$ cat config.mk
export PLATFORM = sky130hd
export DESIGN_NAME = mrtu_crc
export DESIGN_NICKNAME = d
export VERILOG_FILES = /design/src/rtl/modbus_rtu_slave_engine_unit_defines.svh /design/src/rtl/mrtu_pkg.sv /design/src/rtl/mrtu_crc.sv
export SDC_FILE = /design/constraint.sdc
export NUM_CORES = 1
export LEC_CHECK = 0
export ABC_AREA = 1
export ABC_CLOCK_PERIOD_IN_PS = 3200
export BUFFER_PORTS_ARGS = -buffer_cell sky130_fd_sc_hd__buf_2
export CAP_MARGIN = 15
export CELL_PAD_IN_SITES_DETAIL_PLACEMENT = 2
export CELL_PAD_IN_SITES_GLOBAL_PLACEMENT = 2
export CORE_MARGIN = 4
export CORE_UTILIZATION = 35
export CTS_CLUSTER_SIZE = 14
export DETAILED_ROUTE_END_ITERATION = 8
export GPL_TIMING_DRIVEN = 0
export PLACE_DENSITY_LB_ADDON = 0.08
export SLEW_MARGIN = 20
export SYNTH_ARGS = -nofsm -noshare
export SYNTH_HDL_FRONTEND = slang
export SYNTH_SLANG_ARGS = --single-unit
$ cat constraint.sdc
create_clock -name clk -period 3.2 [get_ports clk]
set_input_delay 0.64 -clock clk [delete_from_list [all_inputs] [get_ports clk]]
set_output_delay 0.64 -clock clk [all_outputs]
set_load 0.005 [all_outputs]
$ cat src/rtl/modbus_rtu_slave_engine_unit_defines.svh
// Assertion macros for the Modbus RTU slave engine.
// The design clock is clk and the design reset is rst_n.
`ifndef MODBUS_RTU_SLAVE_ENGINE_UNIT_DEFINES_SVH
`define MODBUS_RTU_SLAVE_ENGINE_UNIT_DEFINES_SVH

`ifndef SYNTH
// Same-cycle implication.
`define MRTU_ASSERT_IMPL(label, ante, cons) \
    label: assert property (@(posedge clk) disable iff (!rst_n) (ante) |-> (cons)) \
        else $error("mrtu assertion failed");
// Next-cycle implication.
`define MRTU_ASSERT_NEXT(label, ante, cons) \
    label: assert property (@(posedge clk) disable iff (!rst_n) (ante) |=> (cons)) \
        else $error("mrtu assertion failed");
`else
`define MRTU_ASSERT_IMPL(label, ante, cons)
`define MRTU_ASSERT_NEXT(label, ante, cons)
`endif

`endif

$ cat src/rtl/mrtu_pkg.sv
`default_nettype none

package mrtu_pkg;

    localparam logic [7:0] ADDR_RESET  = 8'h01;
    localparam logic [7:0] FC_READ     = 8'h03;
    localparam logic [7:0] FC_WRITE    = 8'h10;
    localparam logic [7:0] EXC_FLAG    = 8'h80;
    localparam logic [7:0] EXC_BAD_REQ = 8'h00;
    localparam logic [7:0] EXC_BAD_CRC = 8'h01;

    localparam logic [15:0] CRC_INIT = 16'hFFFF;
    localparam logic [15:0] CRC_POLY = 16'hA001;

    localparam int LEN_W = 9;   // frame length counter
    localparam int QW    = 5;   // quantity counter (quantity up to 29)
    localparam int TXW   = 6;   // response byte index (up to 63 bytes)

    typedef enum logic [1:0] {
        MODE_SERIAL = 2'd0,
        MODE_LWRITE = 2'd1,
        MODE_LREAD  = 2'd2,
        MODE_NONE   = 2'd3
    } mode_t;

    typedef enum logic [1:0] {
        RK_EXC,
        RK_READ,
        RK_WRITE
    } resp_kind_t;

    typedef enum logic [3:0] {
        S_CLEAR,
        S_IDLE,
        S_LREAD,
        S_LOUT,
        S_RX_CRC,
        S_WR_HI,
        S_WR_LO,
        S_WR_WR,
        S_TX_SEL,
        S_TX_RD,
        S_TX_LD,
        S_TX_OUT
    } state_t;

    typedef struct packed {
        logic       init;
        logic       load;
        logic [7:0] data;
    } crc_ctl_t;

endpackage

`default_nettype wire

$ cat src/rtl/mrtu_crc.sv
`default_nettype none

// Bit-serial CRC-16/MODBUS: one data bit per cycle.
module mrtu_crc
    import mrtu_pkg::*;
(
    input  wire logic     clk,
    input  wire logic     rst_n,
    input  wire crc_ctl_t ctl,
    output logic [15:0]   crc,
    output logic          busy
);

    logic [15:0] crc_reg, crc_next;
    logic [7:0]  dat_reg, dat_next;
    logic [3:0]  cnt_reg, cnt_next;
    logic        fb;

    always_comb
    begin
        crc_next = crc_reg;
        dat_next = dat_reg;
        cnt_next = cnt_reg;
        fb       = crc_reg[0] ^ dat_reg[0];
        if (ctl.load)
        begin
            crc_next = ctl.init ? CRC_INIT : crc_reg;
            dat_next = ctl.data;
            cnt_next = 4'd8;
        end
        else if (cnt_reg != 4'd0)
        begin
            crc_next = {1'b0, crc_reg[15:1]} ^ (fb ? CRC_POLY : 16'h0000);
            dat_next = {1'b0, dat_reg[7:1]};
            cnt_next = cnt_reg - 4'd1;
        end
    end

    always_ff @(posedge clk or negedge rst_n)
    begin
        if (!rst_n)
        begin
            cnt_reg <= 4'd0;
        end
        else
        begin
            cnt_reg <= cnt_next;
        end
    end

    always_ff @(posedge clk)
    begin
        crc_reg <= crc_next;
        dat_reg <= dat_next;
    end

    assign crc  = crc_reg;
    assign busy = (cnt_reg != 4'd0);

endmodule

`default_nettype wire

==> metrics.txt <==
Compound-Gate Fraction of Synth Area 0%; #FFs+latches synth 28; vias in the first global route 940; final setup violation count 0; largest net degree at the start of global routing 17; n_diodes 0; die height 66.5 microns; WS Path Type flip-flop to primary output; DR WL/cell 15.4 microns; # port buffers 28; Peak VDD IR 0.314 mV; largest family of logic cells by synthesized area simple AND/OR/NAND/NOR gates; final period utilization 61.5%; xor and xnor area share after synthesis 0%; fmax 508 MHz; Clock H-tree levels 1; Lkg Pwr 0.591 nW; pwr dens 669 mW/mm^2; Core Box Area 0.00315 sq mm; DRT iter0 DRCs 66; Post-CTS Resized 0; Antenna Nets Post-Route 0; critical path launch point cnt_reg[0]; endpoint type of the worst setup path primary output; Bufs on Longest Clock Path 2; Distinct cells, synth 14; relative slew slack 55.5%; Clock Skew 0.00581 ns; TritonCTS clock tree done; YS warnings 0; Post-Synth Simple-Gate Area 26.3%; crit-path max FO 3; Critical R2R Launch cnt_reg[0]; Fin Setup TNS 0 ns; area delta synth->final 20.7%; number of core rows 20; I/O pins 29; WP data required 2.56 ns; initial antenna violation count 0; Avg Inst Size Synth 11.2 sq um; mux share of post-synthesis cell area 0%; GRT Total Usage 14.4%; via count 861; Hold/Removal Path Class input pin to asynchronous set/reset pin; vias per inst 4.70; clk_lat worst skew 0.32 ns; startpoint class of the critical path flip-flop; first-pass GRT wire length 4.63 mm; adder-cell share of the synthesized area 1.04%; # fillers 350; Setup Fix Bufs, Post-CTS 0; Die X 66.5 microns; Period minus WS final 1.97 ns; Synth Cell Area 0.00120 sq mm; share of post-route cells with drive strength above 1 29.5%; total wire length 2.81 mm; # hold bufs at CTS 0; RSZ-0062 raised after global routing no; status complete, no violations; Remaining Overflow, GRT 0; worst-margin pin slew 0.666 ns; clock slew at reported path FFs 0.15 ns; DIE AREA 0.00442 sq mm; Initial Util 38.0%; Post-DP Area 0.00139 sq mm; register area 821 sq um; number of flip-flops in the largest register 16; GP Congestion 0.783; Max-cap violations 0; Mapped Cells 107; cell area after layout 0.00145 sq mm; final slew viol count 0; dpl hpwl 2.20 mm; Worst Path Arrival 1.33 ns; CTS buffer count 3; residual DRC count 0; Detailed Routing Iterations Pass 1 4; post-synthesis sequential area ratio 68.5%; Final nets 153; net count after synthesis 120; final hold viol count 0; multi-input logic area 328 sq um; post-layout power 0.000967 W; CTS sink count 28; Root Driver clkbuf_4
cell type report:
type	instances	share of cell area, %
inverter	9	2.34
tap	44	3.81
clock inverter	1	2.08
sequential	28	56.8
multi-input combinational	67	22.7
clock buffer	3	1.56
buffer	3	1.04
timing repair buffer	28	9.70
synthesized netlist by cell type:
cell | instances | area share (%)
nand3_2 | 1 | 0.84
nor2_4 | 1 | 0.94
or2_1 | 13 | 6.8
buf_2 | 3 | 1.3
nand3b_1 | 2 | 1.3
nand3_1 | 5 | 2.1
edfxtp_1 | 24 | 60
ha_1 | 1 | 1.0
inv_1 | 5 | 1.6
nand2_1 | 36 | 11
inv_2 | 4 | 1.3
nand4_1 | 3 | 1.6
nor2_1 | 5 | 1.6
dfrtp_1 | 4 | 8.4
through the flow:
step	hold slack [ns]	utilization, %	instances	setup WS [ns]
finish	0.0848	45.8	183	1.23
global route	0.0543	45.8	183	1.10
CTS	0.0799	45.8	183	1.21
detailed placement	0.456	44.2	179	1.19
global placement	0.454	44.2	179	1.25
floorplan	0.344	-	107	1.60
report_power, final:
group          switching, W  total (W)  internal [W]  leakage [nW]
registers         0.0000377   0.000514      0.000477         0.262
logic              0.000146   0.000221     0.0000755         0.300
clock network      0.000104   0.000231      0.000127        0.0279
total              0.000288   0.000967      0.000679         0.591
cell usage in the layout, fill, tap and decap left out:
cell type  count
bufinv_16      1
clkbuf_4       3
buf_2         31
nand3_2        1
nand3b_1       2
nand4_1        3
inv_2          4
inv_1          5
nor2_4         1
edfxtp_1      24
nor2_1         5
or2_1         13
ha_1           1
nand3_1        5
nand2_1       36
dfrtp_1        4
path summary, 6_finish.rpt:
kind	depth (start not counted)	to	slack, ns
worst max-delay path	4	busy	1.23
max in group asynchronous	1	cnt_reg[3]	3.00
min in group clk	2	dat_reg[3]	0.54
worst max register to register	5	crc[2]	1.45
worst min-delay path	1	cnt_reg[0]	0.08
worst min register to register	2	dat_reg[3]	0.54
cells by family after synthesis:
logic type               after synthesis
AND/OR/NAND/NOR                       66
buffers and inverters                 12
adder cells (fa/ha/maj)                1
flip-flops                            28
worst max-delay path: stages (launching register included):
cell and delay [ns]:
dfrtp_1 0.43, inv_1 0.08, ha_1 0.23, nand3_2 0.12, buf_2 0.14
metal layers:
layer | track usage [%] | vias up | share of wire, %
met2 | 26.8 | 17 | 53
met4 | 3.81 | 0 | 0.64
met1 | 16.4 | 428 | 42
met3 | 3.04 | 2 | 4.5
li1 | - | 414 | -
met5 | 0 | - | 0
Power figures use the tool's default switching activity.
